==> src/rtl/afc_pkg.sv <==
// Shared types, constants and a saturating arithmetic helper for the box frustum culling block.
package afc_pkg;

  localparam int PLANES_PER_FRUSTUM    = 6;
  localparam int DEFAULT_FRUSTUM_COUNT = 16;
  localparam int FSEL_W                = 4;
  localparam int PLANE_W               = 3;
  localparam int COORD_W               = 32;
  localparam int ACC_W                 = 64;
  localparam int WORD_W                = 4 * COORD_W;
  localparam int S_TDATA_W             = 200;
  localparam int M_TDATA_W             = 8;

  localparam logic [PLANE_W-1:0] LAST_PLANE = PLANE_W'(PLANES_PER_FRUSTUM - 1);

  localparam logic CMD_WRITE = 1'b0;
  localparam logic CMD_TEST  = 1'b1;

  localparam logic signed [ACC_W-1:0] ACC_MAX = {1'b0, {(ACC_W-1){1'b1}}};
  localparam logic signed [ACC_W-1:0] ACC_MIN = {1'b1, {(ACC_W-1){1'b0}}};

  typedef enum logic [2:0] {
    ST_CLEAR,
    ST_IDLE,
    ST_ISSUE,
    ST_DRAIN,
    ST_RESULT
  } afc_state_t;

  typedef struct packed {
    logic               accept;
    logic               clr_en;
    logic               rd_en;
    logic [PLANE_W-1:0] plane;
    logic               last;
    logic               out_load;
  } afc_cmd_t;

  typedef struct packed {
    logic clr_done;
    logic last_done;
    logic out_free;
  } afc_status_t;

  // Signed add that clamps to the 64-bit range instead of wrapping.
  function automatic logic signed [ACC_W-1:0] sat_add64(input logic signed [ACC_W-1:0] a,
                                                        input logic signed [ACC_W-1:0] b);
    logic signed [ACC_W-1:0] s;
    s = a + b;
    if ((a[ACC_W-1] == b[ACC_W-1]) && (s[ACC_W-1] != a[ACC_W-1])) begin
      s = a[ACC_W-1] ? ACC_MIN : ACC_MAX;
    end
    return s;
  endfunction

endpackage

==> src/rtl/afc_ctrl.sv <==
// Controller state machine sequencing the clear pass, plane writes and box tests.
module afc_ctrl
  import afc_pkg::*;
(
  input  logic        clk,
  input  logic        rst,
  input  logic        s_tvalid,
  input  logic        s_tuser,
  output logic        s_tready,
  input  afc_status_t status,
  output afc_cmd_t    cmd
);

  afc_state_t         state, state_next;
  logic [PLANE_W-1:0] plane, plane_next;

  always_ff @(posedge clk) begin
    if (rst) begin
      state <= ST_CLEAR;
      plane <= '0;
    end else begin
      state <= state_next;
      plane <= plane_next;
    end
  end

  always_comb begin
    state_next = state;
    plane_next = plane;
    unique case (state)
      ST_CLEAR: begin
        if (status.clr_done) begin
          state_next = ST_IDLE;
        end
      end
      ST_IDLE: begin
        plane_next = '0;
        if (s_tvalid && (s_tuser == CMD_TEST)) begin
          state_next = ST_ISSUE;
        end
      end
      ST_ISSUE: begin
        plane_next = plane + PLANE_W'(1);
        if (plane == LAST_PLANE) begin
          state_next = ST_DRAIN;
        end
      end
      ST_DRAIN: begin
        if (status.last_done) begin
          state_next = ST_RESULT;
        end
      end
      ST_RESULT: begin
        if (status.out_free) begin
          state_next = ST_IDLE;
        end
      end
      default: state_next = ST_CLEAR;
    endcase
  end

  always_comb begin
    cmd      = '0;
    s_tready = 1'b0;
    unique case (state)
      ST_CLEAR: cmd.clr_en = 1'b1;
      ST_IDLE: begin
        s_tready   = 1'b1;
        cmd.accept = s_tvalid;
      end
      ST_ISSUE: begin
        cmd.rd_en = 1'b1;
        cmd.plane = plane;
        cmd.last  = (plane == LAST_PLANE);
      end
      ST_DRAIN: cmd = '0;
      ST_RESULT: cmd.out_load = status.out_free;
      default: cmd = '0;
    endcase
  end

endmodule

==> config.mk <==
export PLATFORM = sky130hd
export DESIGN_NAME = afc_ctrl
export DESIGN_NICKNAME = d
export VERILOG_FILES = /design/src/rtl/afc_pkg.sv /design/src/rtl/afc_ctrl.sv
export SDC_FILE = /design/constraint.sdc
export NUM_CORES = 1
export LEC_CHECK = 0
export ABC_AREA = 1
export BUFFER_PORTS_ARGS = -buffer_cell sky130_fd_sc_hd__clkbuf_2
export CAP_MARGIN = 25
export CORE_AREA = 2 2 39 41
export DETAILED_ROUTE_END_ITERATION = 16
export DIE_AREA = 0 0 41 43
export PLACE_DENSITY = 0.69
export SLEW_MARGIN = 25
export SYNTH_ARGS = -nofsm -noshare
export SYNTH_HDL_FRONTEND = slang
export SYNTH_SLANG_ARGS = --single-unit
==> constraint.sdc <==
create_clock -name clk -period 1.4 [get_ports clk]
set_clock_uncertainty 0.1 [all_clocks]
set_input_delay 0.28 -clock clk [delete_from_list [all_inputs] [get_ports clk]]
set_output_delay 0.28 -clock clk [all_outputs]
set_load 0.1 [all_outputs]
# Word level (Yosys, flattened, before mapping)

Cells that the tools add are included.

Register bits: 6
Input bits: 7
Output and inout bits: 9

$add $sub $neg: 1
Eq/ne operators: 10
Mux-type cells: 12
Reduce and logical (&&, ||, !) cells: 4

Operators by type and width:

| cell                | number |
|---|---|
| $mux 3              | 5 |
| $pmux 3 s5          | 1 |
| $ne 2x2->1 const B  | 5 |
| $eq 3x2->1 const B  | 2 |
| $eq 3x3->1 const B  | 2 |
| $pmux 3 s2          | 1 |
| $mux 5              | 1 |
| $reduce_and 5->1    | 1 |
| $mux 1              | 4 |
| $add 3x1->3 const B | 1 |
| $eq 3x1->1 const B  | 1 |
| $logic_not 3->1     | 1 |
| $reduce_bool 2->1   | 1 |
| $logic_and 1x1->1   | 1 |

# Logic depth before layout (Yosys ltp)

Gate-level depths: netlist of the first run.

Depth after elaboration: 3
Gate-level depth with buffers: 9

# Worst setup path after synthesis of the first run

Ideal clock, no wire load.

Path kind: flip-flop to output port
From: register state[0]
To: output cmd[0] in the netlist's numbering
Arrival time: 2.603 ns
Data required time: 1.020 ns
Setup slack: -1.583 ns
Cell stages (with the launch flop): 4
Path buffers: 0
Cell sequence: dfxtp_1 > nor2_2 > inv_1 > nor3_1

RTL lines:

| what                   | RTL line       | RTL |
|---|---|---|
| from (decl)            | afc_ctrl.sv:14 | `afc_state_t state, state_next;` |
| from (signal assigned) | afc_ctrl.sv:22 | `state <= state_next;` |
| to (decl)              | afc_ctrl.sv:11 | `output afc_cmd_t cmd` |

==> results of run 1 <==
sequential cells by signal, indices dropped and copies added (netlist names):
signal  cells
plane       3
state       3
cells in the mapped netlist:
cell type   n  area [um^2]
nor2_2      6         37.5
ha_1        2         25.0
inv_1      17         63.8
inv_2       1         3.75
dfxtp_1     6          120
nor2_4      1         11.3
nand3_2     3         30.0
nor2_1     10         37.5
a31oi_1     1         6.26
a21oi_1     2         10.0
nand3_1     3         15.0
o211ai_1    1         7.51
nand2_2     4         25.0
nor3_1      2         10.0
or2_1       1         6.26
nand2_1    11         41.3
o21ai_1     1         5.00
worst reg2reg max path, cell delays in order (launching register included):
cell and delay, ns:
dfxtp_2 0.33, inv_2 0.06, ha_2 0.16, nand2_2 0.07
nand3_1 0.13, nand3_2 0.11, nor2_4 0.13, nand2_1 0.06
nand2_1 0.07, nor2_2 0.03
path summary, 6_finish.rpt:
path                            cells past startpoint       end  slack, ns     start
worst max register to register                      9  state[1]       0.04  plane[1]
worst max-delay path                                4    cmd[2]      -0.17  state[2]
worst min register to register                      1  plane[2]       0.39  plane[2]
worst min-delay path                                2  plane[1]       0.12       rst
routing by layer:
layer | GRT usage (%) | wire length, um | vias to the layer above
met5 | 0 | 0 | -
met4 | 10.0 | 20 | 0
met3 | 2.09 | 39 | 4
met2 | 26.9 | 690 | 9
met1 | 19.0 | 460 | 242
li1 | - | - | 274
through the flow:
stage / std cells / utilization (%)
4_1_cts: 116 / 63.3
5_1_grt: 117 / 64.3
3_5_place_dp: 108 / 57.4
6_report: 117 / 64.3
2_1_floorplan: 72 / -
3_3_place_gp: 108 / 57.4
power breakdown:
part / leakage (nW) / internal [mW] / switching, mW
sequential: 0.0515 / 0.235 / 0.0834
combinational: 0.358 / 0.602 / 1.03
clock: 0.0150 / 0.108 / 0.0698
total: 0.424 / 0.946 / 1.19
kinds of logic after synthesis:
kind of cell / count (synthesis) / synth area share, %
buf+inv: 18 / 14.8
simple gates: 41 / 47.0
compound gates: 5 / 6.32
flops: 6 / 26.4
fa+ha+maj: 2 / 5.49
area by class of cell:
cell class | instances | area [um^2] | area share, %
Inverter | 18 | 71.3 | 8.02
Sequential cell | 6 | 133 | 14.9
Multi-Input combinational cell | 48 | 354 | 39.8
Timing Repair Buffer | 25 | 285 | 32.1
Clock buffer | 4 | 26.3 | 2.95
Tap cell | 16 | 20.0 | 2.25
timing repair:
action,CTS,global route
setup buffers,4,1
gates resized for setup,6,4
hold endpoints to repair,0,0
hold buffers,0,0
endpoints found under the setup margin,9,12
pin swaps,7,3
==> reports/metrics.cfg, run 1 <==
[outcome]
status=finished with violations
violations=setup timing

[setup_path]
crit_arrival_ns=1.19
cp-start-kind=register
crit_slowest_cell=dfxtp_4
cpLargestDelayFamily=simple AND/OR/NAND/NOR gates
critPathRequiredTime_ns=1.02
crit_buf_inv=1
critPathMostFrequentCell=nor2_4
cpPeakStageDelay_ns=0.37
path_cells=nor2_4 -> nand2_4 -> nor2_4 -> buf_12
critPathMaxFanout=7
endpoint_kind=output pin
worst-setup-path-type=register to output pin

[placement]
pre_cts_ws_ns=-0.00653
portBuffers=15
placed_cell_area_um2=795
dpl.hpwl_um=876
routabilityCongestion=0.736

[sta]
hold_viol_final=0
fin_crit_sh_pct=112
fmax_mhz=636
slew_headroom_pct=88.1
tightestPinTransition_ns=0.178
holdWs_ns=0.116
setup_slack_ns=-0.172
rsz0062_at_grt=true
fin_setup_tns_ns=-1.27
min_period_ns=1.57
setup-violations-final=9
drv_slew=0

[cts]
htree_levels=1
clkSlewWorstSetupHoldPaths_ns=0.04
tritoncts=built
cts_buffer_depth=2
clock_sinks=6
clock_latency_ns=0.25
numCtsBuffers=3
cts_root_buf=clkbuf_4

[floorplanning]
num_rows=14
fp.dieW_um=41
io_pins=16
fp.dieH_um=43
core_um2=1380
start_util_pct=32.9
die-area_um2=1760

[power_and_ir_drop]
vdd_ir_drop_max_mv=1.31
design_power_total_mw=2.13
power_density_nw_per_um2=2400
p_leak_nw=0.424

[route]
first_iter_violations=1
avgRoutedWirePerCell_um=10.3
ant_nets=0
route.detailed.drc=0
via_count=529
first_pass_iters=2
drt_wl_total_um=1210
via_per_inst=4.52

[grt]
grt_pass1_wl_um=2010
grt_max_degree=8
grt_pass1_vias=522
overflow=0
track_usage_pct=16.5
antenna_found_initial=0

[final_layout]
areaGrowthSynthToFinish_pct=95.3
drive_gt1_share_pct=59.4
num-fill-cells=116
final_area_um2=890
final_nets=111
final_cell_mix=inv_1 (13), nor2_4 (10), nand2_1 (10), buf_4 (10), buf_12 (9)
diodes=0
layout_commonest_cell=inv_1

[yosys]
yosysWarnings=0
yosysSeqAreaShare_pct=26.4
avgSynthCellArea_um2=6.33
syn_inst=72
synth.cell_area_um2=455
ys_ff_latch=6
synth_cell_types=17
synth_fp_nets=81

[hold_path]
hold_path_class=input port to register

[flow_run]
cap_violations=0

Power figures use the tool's default switching activity.
==> run 2: changes to the inputs <==
Settings changed: BUFFER_PORTS_ARGS -buffer_cell sky130_fd_sc_hd__clkbuf_2 to unset, DONT_BUFFER_PORTS set to 1, PLACE_DENSITY 0.69 to 0.59.
==> run 2 against run 1 <==
- sequential power increased by 2%
- the run still ends with setup timing left
- global-route usage decreased by 2.5 points
- sequential share of layout area increased by 0.35 points
- critical path type unchanged
- final cell count decreased by 5.1%
- hold slack improved by 0.015 ns
- largest power group unchanged
- critical path depth unchanged
==> reports/metrics.cfg, run 2 (synthesized netlist as in run 1, its figures left out) <==
[route]
drt_wl_total_um=1030
via_count=504
first_pass_iters=4
ant_nets=0
first_iter_violations=6
avgRoutedWirePerCell_um=9.30
route.detailed.drc=0
via_per_inst=4.54

[grt]
grt_pass1_wl_um=1680
overflow=0
track_usage_pct=14.0
grt_max_degree=9
grt_pass1_vias=447
antenna_found_initial=0

[cts]
numCtsBuffers=3
clkSlewWorstSetupHoldPaths_ns=0.06
tritoncts=built
clock_latency_ns=0.26
cts_buffer_depth=2
clock_sinks=6
htree_levels=1
cts_root_buf=clkbuf_4

[placement]
pre_cts_ws_ns=0.00800
dpl.hpwl_um=788
placed_cell_area_um2=772
routabilityCongestion=0.719
portBuffers=0

[setup_path]
critPathMaxFanout=8
crit_arrival_ns=1.20
endpoint_kind=output pin
cp-start-kind=register
critPathRequiredTime_ns=1.02
reg2reg_slack_ns=0.05
worst-setup-path-type=register to output pin

[final_layout]
diodes=0
drive_gt1_share_pct=53.7
final_nets=105
final_area_um2=861
num-fill-cells=126
final_core_util_pct=62.2
areaGrowthSynthToFinish_pct=89.0
final_cell_mix=inv_1 (13), nor2_4 (10), nand2_1 (10), buf_12 (9), buf_4 (9)
biggestRegsByFlops=plane x3, state x3
ff_latch_area_um2=131
multi_input_area_um2=352
layout_commonest_cell=inv_1

[sta]
min_period_ns=1.58
slew_headroom_pct=88.6
setup-violations-final=9
fin_crit_sh_pct=113
hold_viol_final=0
fmax_mhz=634
rsz0062_at_grt=true
tightestPinTransition_ns=0.170
drv_slew=0
setup_slack_ns=-0.176

[floorplanning]
fp.dieH_um=43
io_pins=16
die-area_um2=1760
core_um2=1380
num_rows=14
fp.dieW_um=41
start_util_pct=32.9

[flow_run]
cap_violations=0

[power_and_ir_drop]
p_leak_nw=0.399
power_density_nw_per_um2=2440
pwr-share-clk_pct=8.7
swShare_pct=55.6
internal_power_mw=0.932
pwr-share-comb_pct=75.9
switchingPower_mw=1.17
p_seq_share_pct=15.4
vdd_ir_drop_max_mv=1.09

[hold_path]
hold_path_class=input port to register

[outcome]
status=finished with violations
violations=setup timing

[run 2: cell type report]
type,count,area share (%)
repair buffers,19,29.9
multi-input cells,48,40.8
inverters,18,8.58
clock buffers,4,3.05
flip-flops and latches,6,15.3
well taps,16,2.33
[run 2: per-layer routing]
layer	GRT usage [%]	vias to the layer above	wire, um
li1	-	261	-
met1	15.3	226	405
met2	24.1	15	555
met3	1.57	2	44
met4	8.00	0	27
met5	0	-	0
[run 2: timing repair]
item | CTS | global route
hold buffers | 1 | 0
pin swaps | 5 | 3
hold endpoints to repair | 2 | 0
setup buffers | 3 | 0
endpoints found under the setup margin | 9 | 12
gates cloned | 0 | 0
resized for setup | 6 | 3
[run 2: worst max-delay path, stage by stage, from the launching register on]
cell	delay, ns
dfxtp_4	0.37
nor2_4	0.13
nand2_4	0.12
nor2_4	0.15
buf_12	0.18
[run 2: power groups by stage]
stage                     Clock [mW]  Sequential, mW  Combinational [mW]
after floorplan                    0           0.296                1.05
after global placement             0           0.298                1.47
after detailed placement           0           0.299                1.48
after CTS                      0.191           0.312                1.59
after global routing           0.199           0.334                1.69
final                          0.183           0.323                1.59
[run 2: final timing paths]
| check | from | to | cells after the start |
|---|---|---|---|
| hold / removal | rst | state[0] | 3 |
| setup / recovery | state[2] | cmd[1] | 4 |
| hold reg to reg | plane[2] | plane[2] | 1 |
| setup reg to reg | plane[1] | state[1] | 9 |
[run 2: stage by stage]
stage          std cells  power, mW  TNS [ns]  hold slack [ns]
3_5_place_dp         103       1.78         0            0.256
4_1_cts              111       2.09     -1.35            0.125
3_3_place_gp         103       1.76         0            0.253
5_1_grt              111       2.23     -1.89            0.131
6_report             111       2.10     -1.27            0.130
2_1_floorplan         72       1.34     -1.23            0.249
==> run 3: changes to the inputs <==
Clock period 1.4 ns to 1.7 ns, I/O delays scaled along.
==> run 3 against run 2 <==
- the run now ends clean
- largest power group unchanged
- clock power is 31% lower
- first-iteration DRC count is 83% lower
- sequential cell count is the same
- sequential share of layout area up 1.6 points
==> reports/metrics.cfg, run 3 (synthesized netlist as in run 1, its figures left out) <==
[cts]
clock_latency_ns=0.24
cts_buffer_depth=2
numCtsBuffers=3
cts_root_buf=clkbuf_4
clock_sinks=6
tritoncts=built
clkSlewWorstSetupHoldPaths_ns=0.04
htree_levels=1

[setup_path]
r2r-start=plane[1]
critPathMaxFanout=8
crit_arrival_ns=1.22
reg2reg_slack_ns=0.29
worst-setup-path-type=register to output pin
critPathRequiredTime_ns=1.26
cp-start-kind=register
critical_path.startpoint=state[0]
endpoint_kind=output pin

[sta]
slew_headroom_pct=88.3
holdWs_ns=0.0649
fin_crit_sh_pct=97.5
min_period_ns=1.66
hold_viol_final=0
setup_slack_ns=0.0432
setup-violations-final=0
fmax_mhz=604
drv_slew=0
tightestPinTransition_ns=0.176

[floorplanning]
die-area_um2=1760
io_pins=16
fp.dieH_um=43
fp.dieW_um=41
core_um2=1380
num_rows=14
start_util_pct=32.9

[route]
ant_nets=0
first_iter_violations=1
via_count=469
avgRoutedWirePerCell_um=10.5
via_per_inst=4.60
first_pass_iters=3
route.detailed.drc=0
drt_wl_total_um=1070

[power_and_ir_drop]
power_density_nw_per_um2=2080
pwr-share-comb_pct=75.3
pwr-share-clk_pct=8.0
switchingPower_mw=0.904
swShare_pct=57.3
p_seq_share_pct=16.7
design_power_total_mw=1.58
vdd_ir_drop_max_mv=0.841
p_leak_nw=0.361
internal_power_mw=0.673

[final_layout]
areaGrowthSynthToFinish_pct=66.2
final_nets=97
biggestRegsByFlops=plane x3, state x3
diodes=0
num-fill-cells=146
layout_commonest_cell=inv_1
final_cell_mix=inv_1 (16), nand2_1 (11), buf_12 (9), nor2_2 (7), nor2_4 (6)
fin_cells=102
drive_gt1_share_pct=47.7

[grt]
antenna_found_initial=0
grt_pass1_wl_um=1750
grt_pass1_vias=435
track_usage_pct=14.1
grt_max_degree=9
overflow=0

[placement]
pre_cts_ws_ns=0.222
dpl.hpwl_um=803
routabilityCongestion=0.750
portBuffers=0
dp.cells=97

[outcome]
status=finished, final reports clean

[hold_path]
hold_path_class=input port to register
hold_start=rst

[flow_run]
cap_violations=0

-- run 3: cell count changes in the layout (fill, tap and decap cells not counted), sizes merged --
| cell | previous run | this run |
|---|---|---|
| clkinvlp | 1 | 0 |
| clkbuf | 4 | 3 |
| buf | 18 | 11 |
| inv | 17 | 18 |
| dlygate4sd3 | 1 | 0 |
-- run 3: final cells by class --
| class | count | area [um^2] | share of cell area, % |
|---|---|---|---|
| inverters | 18 | 67.6 | 8.93 |
| flip-flops and latches | 6 | 128 | 16.9 |
| well taps | 16 | 20.0 | 2.64 |
| clock buffers | 3 | 22.5 | 2.98 |
| repair buffers | 11 | 195 | 25.8 |
| multi-input cells | 48 | 324 | 42.8 |
-- run 3: stage by stage --
step / setup TNS (ns) / util, % / instance area (um^2)
2_1_floorplan: -0.769 / - / 492
3_3_place_gp: 0 / 50.0 / 692
3_5_place_dp: 0 / 50.0 / 692
4_1_cts: -0.0226 / 52.2 / 722
5_1_grt: -0.0188 / 54.7 / 757
6_report: 0 / 54.7 / 757
-- run 3: worst paths after layout --
path	depth (start not counted)	end
worst max-delay path	4	cmd[1]
worst min-delay path	1	plane[1]
worst max register to register	8	state[0]
worst min register to register	1	plane[2]
-- run 3: power groups by stage --
stage / combinational (mW) / sequential [mW] / clock (mW)
2_1_floorplan: 0.807 / 0.223 / 0
3_3_place_gp: 1.11 / 0.228 / 0
3_5_place_dp: 1.12 / 0.232 / 0
4_1_cts: 1.13 / 0.237 / 0.132
5_1_grt: 1.27 / 0.273 / 0.139
6_report: 1.19 / 0.264 / 0.126
-- run 3: repair_timing --
action | in CTS | in global routing
setup buffers | 0 | 2
hold buffers | 0 | 0
endpoints found under the setup margin | 7 | 7
pin swaps | 0 | 2
gates resized for setup | 3 | 7
cloned | 0 | 0
-- run 3: metal layers --
layer	GRT usage [%]	up-vias	wire, um
met2	21.3	7	575
met1	18.1	216	453
met5	0	-	0
li1	-	244	-
met3	2.09	2	31
met4	8.00	0	9
-- run 3: worst max-delay path, cell delays in order, from the launching register on --
cell	delay, ns
dfxtp_4	0.36
nor2_4	0.14
nand2_4	0.12
nor2_2	0.17
buf_12	0.19
